**src/design/rgb_to_yuv420_converter_unit_macros.svh**
```systemverilog
// Assertion macros for the RGB to YUV 4:2:0 converter.
// Included by the top level; no other dependencies.
`ifndef RGB_TO_YUV420_CONVERTER_UNIT_MACROS_SVH
`define RGB_TO_YUV420_CONVERTER_UNIT_MACROS_SVH

// The condition must hold at every clock edge outside reset.
`define RYUV_ASSERT_ALWAYS(lbl, clk, rst, cond) \
   lbl: assert property (@(posedge clk) disable iff (rst) (cond)) \
      else $error("ryuv: invariant violated");

// When the trigger holds, the consequence must hold in the same cycle.
`define RYUV_ASSERT_SAME(lbl, clk, rst, trig, cons) \
   lbl: assert property (@(posedge clk) disable iff (rst) (trig) |-> (cons)) \
      else $error("ryuv: same-cycle implication violated");

// When the trigger holds, the consequence must hold in the next cycle.
`define RYUV_ASSERT_NEXT(lbl, clk, rst, trig, cons) \
   lbl: assert property (@(posedge clk) disable iff (rst) (trig) |=> (cons)) \
      else $error("ryuv: next-cycle implication violated");

`endif

```
**src/design/ryuv_pkg.sv**
```systemverilog
// Shared types and constants for the RGB to YUV 4:2:0 converter.
// No dependencies; used by every module of the block.
`timescale 1ns / 1ps

package ryuv_pkg;

   // Port widths.
   localparam int PIX_W      = 24;
   localparam int CSR_IDX_W  = 2;
   localparam int CSR_DATA_W = 12;
   localparam int ROW_W      = 11;

   // Geometry defaults and limits.
   localparam int MAX_WIDTH_DEFAULT = 2048;
   localparam int HEIGHT_LIMIT      = 2048;
   localparam int WIDTH_RESET       = 640;
   localparam int HEIGHT_RESET      = 480;
   // Wide enough for any clamped width (up to 8192) and any register value.
   localparam int CMP_W             = 14;

   // Register indexes of the configuration port.
   typedef enum logic [CSR_IDX_W-1:0] {
      REG_PIXEL_FORMAT = 2'd0,
      REG_FRAME_WIDTH  = 2'd1,
      REG_FRAME_HEIGHT = 2'd2
   } reg_index_type;

   // RGB555 field masks.
   localparam logic [15:0] RGB555_RED_MASK   = 16'h7C00;
   localparam logic [15:0] RGB555_GREEN_MASK = 16'h03E0;
   localparam logic [15:0] RGB555_BLUE_MASK  = 16'h001F;

   // Fixed-point arithmetic, coefficients scaled by 2^23.
   localparam int COEF_W  = 23;
   localparam int PROD_W  = 31;
   localparam int SUM_W   = 33;
   localparam int NUM_PROD = 9;
   localparam int SHIFT_555 = 20;
   localparam int SHIFT_888 = 23;
   localparam logic [7:0] OFFSET_Y = 8'd16;
   localparam logic [7:0] OFFSET_C = 8'd128;

   // Coefficient magnitudes in the order Y(r,g,b), U(r,g,b), V(r,g,b).
   localparam logic [COEF_W-1:0] COEF [NUM_PROD] = '{
      23'd2155872, 23'd4227858, 23'd822083,
      23'd1241513, 23'd2441084, 23'd3682598,
      23'd3682598, 23'd3087007, 23'd595591
   };

   // Position of a pixel in the 2x2 chroma block, carried down the pipeline.
   typedef struct packed {
      logic col_odd;
      logic row_odd;
      logic last;
   } ctrl_type;

endpackage

```
**src/design/ryuv_color.sv**
```systemverilog
// Color-space stage pair: constant products, then sums, shift, offset, clip.
// Depends on ryuv_pkg for coefficients and widths.
`timescale 1ns / 1ps

module ryuv_color (
   input  logic                           clock,
   input  logic                           load_prod,
   input  logic                           load_yuv,
   input  logic                           pixel_format,
   input  logic [ryuv_pkg::PIX_W-1:0]     pixel_data,
   output logic [7:0]                     luma,
   output logic [7:0]                     chroma_u,
   output logic [7:0]                     chroma_v
);

   logic [2:0][7:0]                                     comp;
   logic [ryuv_pkg::NUM_PROD-1:0][ryuv_pkg::PROD_W-1:0] prod_in;
   logic [ryuv_pkg::NUM_PROD-1:0][ryuv_pkg::PROD_W-1:0] prod_ff;
   logic signed [ryuv_pkg::SUM_W-1:0]                   ys;
   logic signed [ryuv_pkg::SUM_W-1:0]                   us;
   logic signed [ryuv_pkg::SUM_W-1:0]                   vs;
   logic signed [ryuv_pkg::SUM_W-1:0]                   ys_sh;
   logic signed [ryuv_pkg::SUM_W-1:0]                   us_sh;
   logic signed [ryuv_pkg::SUM_W-1:0]                   vs_sh;
   logic [7:0]                                          y_in;
   logic [7:0]                                          u_in;
   logic [7:0]                                          v_in;
   logic [7:0]                                          y_ff;
   logic [7:0]                                          u_ff;
   logic [7:0]                                          v_ff;

   // Add the offset and saturate to 0..255.
   function automatic logic [7:0] clip_offset(input logic signed [ryuv_pkg::SUM_W-1:0] x,
                                              input logic [7:0] offset);
      logic signed [ryuv_pkg::SUM_W-1:0] t;
      t = x + $signed({{(ryuv_pkg::SUM_W-8){1'b0}}, offset});
      if (t < 0) begin
         return 8'd0;
      end else if (t > $signed(ryuv_pkg::SUM_W'(255))) begin
         return 8'd255;
      end else begin
         return t[7:0];
      end
   endfunction

   // Component unpacking; RGB555 fields are zero-extended to 8 bits.
   always_comb begin
      if (pixel_format) begin
         comp[0] = pixel_data[23:16];
         comp[1] = pixel_data[15:8];
         comp[2] = pixel_data[7:0];
      end else begin
         comp[0] = 8'((pixel_data[15:0] & ryuv_pkg::RGB555_RED_MASK) >> 10);
         comp[1] = 8'((pixel_data[15:0] & ryuv_pkg::RGB555_GREEN_MASK) >> 5);
         comp[2] = 8'(pixel_data[15:0] & ryuv_pkg::RGB555_BLUE_MASK);
      end
   end

   // One constant multiplier per coefficient; component k%3 is r, g or b.
   for (genvar k = 0; k < ryuv_pkg::NUM_PROD; k++) begin : g_prod
      assign prod_in[k] = ryuv_pkg::PROD_W'(comp[k % 3]) *
                          ryuv_pkg::PROD_W'(ryuv_pkg::COEF[k]);
   end

   always_ff @(posedge clock) begin
      if (load_prod) begin
         prod_ff <= prod_in;
      end
   end

   // Signed sums of the registered products.
   always_comb begin
      ys = $signed({2'b00, prod_ff[0]}) + $signed({2'b00, prod_ff[1]})
         + $signed({2'b00, prod_ff[2]});
      us = $signed({2'b00, prod_ff[5]}) - $signed({2'b00, prod_ff[3]})
         - $signed({2'b00, prod_ff[4]});
      vs = $signed({2'b00, prod_ff[6]}) - $signed({2'b00, prod_ff[7]})
         - $signed({2'b00, prod_ff[8]});
   end

   // Floor by arithmetic shift: 23 for 8-bit components, 20 for 5-bit ones.
   assign ys_sh = pixel_format ? (ys >>> ryuv_pkg::SHIFT_888) : (ys >>> ryuv_pkg::SHIFT_555);
   assign us_sh = pixel_format ? (us >>> ryuv_pkg::SHIFT_888) : (us >>> ryuv_pkg::SHIFT_555);
   assign vs_sh = pixel_format ? (vs >>> ryuv_pkg::SHIFT_888) : (vs >>> ryuv_pkg::SHIFT_555);

   assign y_in = clip_offset(ys_sh, ryuv_pkg::OFFSET_Y);
   assign u_in = clip_offset(us_sh, ryuv_pkg::OFFSET_C);
   assign v_in = clip_offset(vs_sh, ryuv_pkg::OFFSET_C);

   always_ff @(posedge clock) begin
      if (load_yuv) begin
         y_ff <= y_in;
         u_ff <= u_in;
         v_ff <= v_in;
      end
   end

   assign luma     = y_ff;
   assign chroma_u = u_ff;
   assign chroma_v = v_ff;

endmodule

```
**config.mk**
```make
export PLATFORM = sky130hd
export DESIGN_NAME = ryuv_color
export DESIGN_NICKNAME = d
export VERILOG_FILES = /design/src/design/rgb_to_yuv420_converter_unit_macros.svh /design/src/design/ryuv_pkg.sv /design/src/design/ryuv_color.sv
export SDC_FILE = /design/constraint.sdc
export NUM_CORES = 2
export LEC_CHECK = 0
export BUFFER_PORTS_ARGS = -buffer_cell sky130_fd_sc_hd__buf_2
export CAP_MARGIN = 40
export CORE_MARGIN = 5
export CORE_UTILIZATION = 53
export CTS_BUF_LIST = sky130_fd_sc_hd__clkbuf_8 sky130_fd_sc_hd__clkbuf_16
export CTS_CLUSTER_SIZE = 12
export DETAILED_ROUTE_END_ITERATION = 16
export PLACE_DENSITY_LB_ADDON = 0.05
export SYNTH_ARGS = -nofsm -noshare
export SYNTH_HDL_FRONTEND = slang
export SYNTH_SLANG_ARGS = --single-unit
```
**constraint.sdc**
```tcl
create_clock -name clock -period 8.8 [get_ports clock]
set_input_delay 0.88 -clock clock [delete_from_list [all_inputs] [get_ports clock]]
set_output_delay 0.88 -clock clock [all_outputs]
set_load 0.005 [all_outputs]
```
# Word-level counts from Yosys, hierarchy flattened
# Index checks and enable logic that the tools add are counted.
[op_classes]
muxes = 7
mul = 9
add_sub_neg = 9
n_lt_le_gt_ge = 6
[ops]
columns = ["operator", "count"]
rows = [
  ["8-bit by 21-bit multiplier with 29-bit output (second input constant)", 3],
  ["8-bit by 20-bit multiplier with 28-bit output (second input constant)", 3],
  ["8-bit by 22-bit multiplier with 30-bit output (second input constant)", 2],
  ["32-bit by 28-bit adder with 33-bit output", 1],
  ["30-bit by 31-bit adder with 32-bit output", 1],
  ["31-bit by 29-bit subtractor with 32-bit output", 1],
  ["31-bit by 31-bit subtractor with 32-bit output", 1],
  ["30-bit by 29-bit subtractor with 31-bit output", 1],
  ["30-bit by 30-bit subtractor with 31-bit output", 1],
  ["12-bit by 9-bit adder with 13-bit output (second input constant)", 2],
  ["13-bit by 9-bit > comparator with 1-bit output (second input constant)", 2],
  ["13-bit by 1-bit less-than comparator with 1-bit output (second input constant)", 2],
  ["8-bit by 17-bit multiplier with 25-bit output (second input constant)", 1],
  ["24-bit 2-to-1 mux", 1],
  ["8-bit 2-to-1 mux", 3],
  ["11-bit 2-to-1 mux", 2],
  ["13-bit by 6-bit adder with 14-bit output (second input constant)", 1],
  ["14-bit by 9-bit > comparator with 1-bit output (second input constant)", 1],
  ["14-bit by 1-bit less-than comparator with 1-bit output (second input constant)", 1],
  ["12-bit 2-to-1 mux", 1],
]
[totals]
output_inout_bits = 24
register_bits = 280

# Logic depth before layout (Yosys ltp)
[depth]
ltp_word = 6
depth_mapped = 32
ltp_nobuf = 31

# Least setup slack after synthesis
# Ideal clock, no wire load.
[synth_timing]
path_kind = "input port to flip-flop"
startpoint = "input pixel_format"
endpoint = "register prod_ff[246] (netlist bit), data pin"
stages = 24
setup_time_ns = 0.258
arrival_ns = 7.558
path_buffers = 4
t_required_ns = 8.542
path_slack_ns = 0.985
cell_sequence = "clkbuf_1 > buf_1 > clkbuf_1 > buf_1 > mux2i_1 > inv_1 > fa_1 > ha_1 > fa_1 > inv_1 > fa_1 > inv_1 > ha_1 > o21a_1 > o21a_1 > o21a_1 > o311ai_1 > a31oi_1 > o41ai_1 > o21ai_1 > or4b_1 > a31o_2 > a21oi_1 > xnor2_1"
[synth_lines]
columns = ["item", "line", "rtl"]
rows = [
  ["start, declared", "ryuv_color.sv:9", "input logic pixel_format,"],
  ["end signal, assigned", "ryuv_color.sv:67", "prod_ff <= prod_in;"],
  ["end, declared", "ryuv_color.sv:18", "logic [ryuv_pkg::NUM_PROD-1:0][ryuv_pkg::PROD_W-1:0] prod_ff;"],
]

# Worst setup path in the final report
[layout_timing]
startpoint = "register prod_ff[187] (netlist bit)"
endpoint = "register v_ff[7] (netlist: chroma_v[7]), data pin"
[layout_between]
elab_chain_cells = 6
[layout_rtl]
columns = ["item", "line", "rtl"]
rows = [
  ["30-bit by 30-bit subtractor with 31-bit output *", "ryuv_color.sv:77", "vs = $signed({2'b00, prod_ff[6]}) - $signed({2'b00, prod_ff[7]})"],
  ["31-bit by 29-bit subtractor with 32-bit output *", "ryuv_color.sv:78", "- $signed({2'b00, prod_ff[8]});"],
  ["11-bit 2-to-1 mux", "ryuv_color.sv:84", "assign vs_sh = pixel_format ? (vs >>> ryuv_pkg::SHIFT_888) : (vs >>> ryuv_pkg::SHIFT_555);"],
  ["12-bit by 9-bit adder with 13-bit output *", "ryuv_color.sv:36", "t = x + $signed({{(ryuv_pkg::SUM_W-8){1'b0}}, offset});"],
  ["13-bit by 9-bit > comparator with 1-bit output", "ryuv_color.sv:39", "end else if (t > $signed(ryuv_pkg::SUM_W'(255))) begin"],
  ["8-bit 2-to-1 mux", "ryuv_color.sv:39", ""],
  ["end signal, assigned", "ryuv_color.sv:94", "v_ff <= v_in;"],
  ["end, declared", "ryuv_color.sv:30", "logic [7:0] v_ff;"],
]
# Every way passes the cells marked *; elsewhere a longest branch is shown, timed or not.
# A chain may end at the register's enable or synchronous reset.

==> results.toml <==
[global_route]
grt_pass1_vias = 24400
grt-busiest-layer = "met2"
grt_overflow = 0
grt_first_pass_wirelength_mm = 149.6
use_met1 = 0.4257
antenna_found_initial = 1
grt_start_max_net_pins = 106
grt_use_met3 = 0.05193
grt_util_met2 = 0.4595
grt_util_all_layers = 0.2954

[clock_network]
cts_root_buffer = "clkbuf_16"
cts-htree-levels = 2
clock_tree.buffer_depth = 3
cts_resized = 0
cts_buffers = 34
cts.sinks = 263
postCtsHoldBufs = 0
clk_pin_slew_worst_paths_ns = 0.06
clk_latency_ns = 0.56
cts_tree = "built"
post_cts_buffers = 0

[synthesis]
syn_inst = 3278
synth.top_cell.area_share = 0.2483
synth_top_family_by_area = "adder cells"
synth_ff_type = "edfxtp_1"
avgSynthCellArea_um2 = 9.978
synth-seq-cells = 263
synth-compound-area-share = 0.1376
synth_adder_area_share = 0.3863
synth_cell_types = 97
synth.largest_area_cell = "ha_1"
synth-xor-area-share = 0.06511
synth-simple-area-share = 0.1009
syn_area_mm2 = 0.03271
async_flop_share = 0
syn-num-nets = 4180
yosys_warnings = 0
netlist_top_cells_area = "ha_1 25%, edfxtp_1 24%, fa_1 14%, inv_1 5.8%, xnor2_1 4.7%"
synthMuxAreaShare = 0.007842
ys_seq_area_frac = 0.2415
synth_edf_count = 263

[die]
die_h_um = 258.4
die_x_um = 258.4
pin_count = 52
rows = 91
die_area_mm2 = 0.06678
start_util = 0.5330
coreArea_mm2 = 0.06137

[timing]
finalSetupTns_ns = 0
finalHoldViolCount = 0
finalCritPeriodShare = 0.8467
fmax_ghz = 0.1342
rsz0062_at_grt = "false"
fin_ws_ns = 1.349
slew_viol_final = 0
fin_skew_ns = 0.02213
slew-limit-headroom = 0.3251
worst_slew_pin_slew_ns = 1.006
whs_ns = 0.7765
setup_viol = 0
min_period_ns = 7.451

[worst_hold_path]
hold_depth = 1
hp-start = "pixel_data[0]"
min_path_type = "in2reg"
min_to = "prod_ff[248]"

[job]
maxCapViolCount = 0

[detailed_routing]
dr.pass1.iters = 5
vias_per_cell = 5.880
wl_per_cell_um = 23.63
finalWirelength_mm = 98.82
drc = 0
ant_nets = 0
drt_first_iter_violations = 1851
vias = 24591

[final_layout]
fin_cells = 4182
fillers = 5413
drive_gt1_frac = 0.05400
syn2layout_area_growth_pct = 7.601
fin_nets = 4267

[power]
pwr-share-clk = 0.097
ir_drop_v = 0.0003424
p_comb_frac = 0.734
p_leak_uw = 0.01708
swShare = 0.5007
p_int_uw = 7302
switching_power_uw = 7323
pwr-share-seq = 0.169
p_per_area_mw_per_mm2 = 415.5

[critical_path]
reg2reg_from = "prod_ff[187]"
critPathLaunchType = "register"
arrival_ns = 7.75
cp_max_fo = 8
reg2reg_to = "chroma_v[7]"
worst_setup_path_end_kind = "register"
reg2reg_setup_slack_ns = 1.35
rr_worst_depth = 23
criticalPathCategory = "reg2reg"
critPathRequiredTime_ns = 9.10

[placed_design]
hpwl_mm = 84.32
place_inst = 4118
gp_congestion = 0.9685
pre_cts_ws_ns = 1.263
portBuffers = 51

[status]
outcome = "finished clean"
==> layout by cell type, fill, tap and decap left out, types with 6 or more instances in the layout <==
| cell | n |
|---|---|
| ha_1 | 649 |
| inv_1 | 512 |
| edfxtp_1 | 263 |
| fa_1 | 225 |
| a21oi_1 | 194 |
| nor2_1 | 191 |
| xnor2_1 | 174 |
| nand2_1 | 127 |
| o21ai_0 | 121 |
| nor3_1 | 79 |
| xor2_1 | 66 |
| a21o_1 | 63 |
| o21a_1 | 61 |
| nand3_1 | 54 |
| buf_2 | 50 |
| and3_1 | 45 |
| nor2b_1 | 40 |
| o21bai_1 | 35 |
| clkbuf_16 | 34 |
| a211oi_1 | 32 |
| a31oi_1 | 27 |
| or3_1 | 26 |
| nand2b_1 | 26 |
| or2_2 | 19 |
| o211ai_1 | 19 |
| buf_4 | 19 |
| and2_1 | 15 |
| mux2i_1 | 14 |
| nand4_1 | 12 |
| a211o_1 | 10 |
| mux2_2 | 9 |
| o31a_1 | 7 |
| o31ai_1 | 7 |
| o21ai_1 | 7 |
| a21boi_0 | 7 |
| o41ai_1 | 6 |
| clkinv_1 | 6 |
==> per-layer routing <==
metal | routed length (um) | share of wire | vias up
met2 | 43500 | 0.44 | 703
li1 | - | - | 11763
met4 | 3508 | 0.035 | 2
met1 | 45560 | 0.46 | 12020
met5 | 17 | 0.00017 | -
met3 | 6239 | 0.063 | 103
==> synthesized netlist by cell type (61+ instances only) <==
cell      number
ha_1         649
inv_1        508
edfxtp_1     263
fa_1         225
a21oi_1      194
nor2_1       191
xnor2_1      174
nand2_1      127
o21ai_0      121
nor3_1        79
xor2_1        66
a21o_1        63
o21a_1        61
==> through the flow <==
stage	power [uW]	utilization	instance area [um2]
after global routing	15880	0.5734	35190
after CTS	14590	0.5732	35180
final	14630	0.5735	35200
after global placement	12840	0.5542	34010
after floorplan	9910	-	32710
after detailed placement	13050	0.5552	34070
==> cell type report <==
type | count | area (um2) | share of cell area
clock buffer | 34 | 850.8 | 0.02417
antenna | 3 | 7.507 | 0.0002133
sequential | 263 | 7898 | 0.2244
inverter | 508 | 1907 | 0.05418
timing repair buffer | 72 | 462.9 | 0.01315
multi-input combinational | 2486 | 22820 | 0.6485
clock inverter | 26 | 257.7 | 0.007323
tap | 790 | 988.4 | 0.02808
==> worst max path at each step <==
stage,from,end,slack [ns],depth (start not counted)
4_1_cts,prod_ff[187],chroma_v[7],1.40,23
6_report,prod_ff[187],chroma_v[7],1.35,23
3_3_place_gp,pixel_format,prod_ff[246],1.31,20
2_1_floorplan,pixel_format,prod_ff[246],0.98,24
5_1_grt,prod_ff[94],chroma_u[3],0.89,30
3_5_place_dp,pixel_format,prod_ff[246],1.26,20
==> cell families after synthesis <==
kind of cell / count (synthesis)
simple gates: 668
mux: 24
xor+xnor: 241
buf+inv: 529
compound gates: 678
flops: 263
fa+ha+maj: 875
==> power by group through the flow <==
stage	clock network (uW)	logic (uW)	registers, uW
final	1420	10700	2470
after global routing	1510	11900	2500
after CTS	1450	10700	2480
after detailed placement	0	10500	2500
after global placement	0	10300	2500
after floorplan	0	7580	2330
==> sequential cells by signal (all words and copies together) (netlist names) <==
register	flops
luma	8
prod_ff	239
chroma_u	8
chroma_v	8
==> worst max-delay path, stage by stage, from the launching register on <==
cell and delay, ns:
edfxtp_1 0.51, fa_1 0.52, a211oi_1 0.61, o21a_1 0.37, nor4_2 0.09, nor3b_1 0.30
o21ai_0 0.16, o21ai_0 0.22, a21oi_1 0.13, o21ai_0 0.17, nand2b_1 0.09, xor2_1 0.60
ha_1 0.41, a211oi_1 0.24, o21ai_0 0.25, a41o_1 0.39, or3_1 0.51, o221ai_1 0.32
inv_1 0.08, ha_1 0.23, o21ai_0 0.23, a221oi_2 0.10, a211o_2 0.37, o31a_1 0.30
No activity file was read; power rests on OpenSTA's default activity.
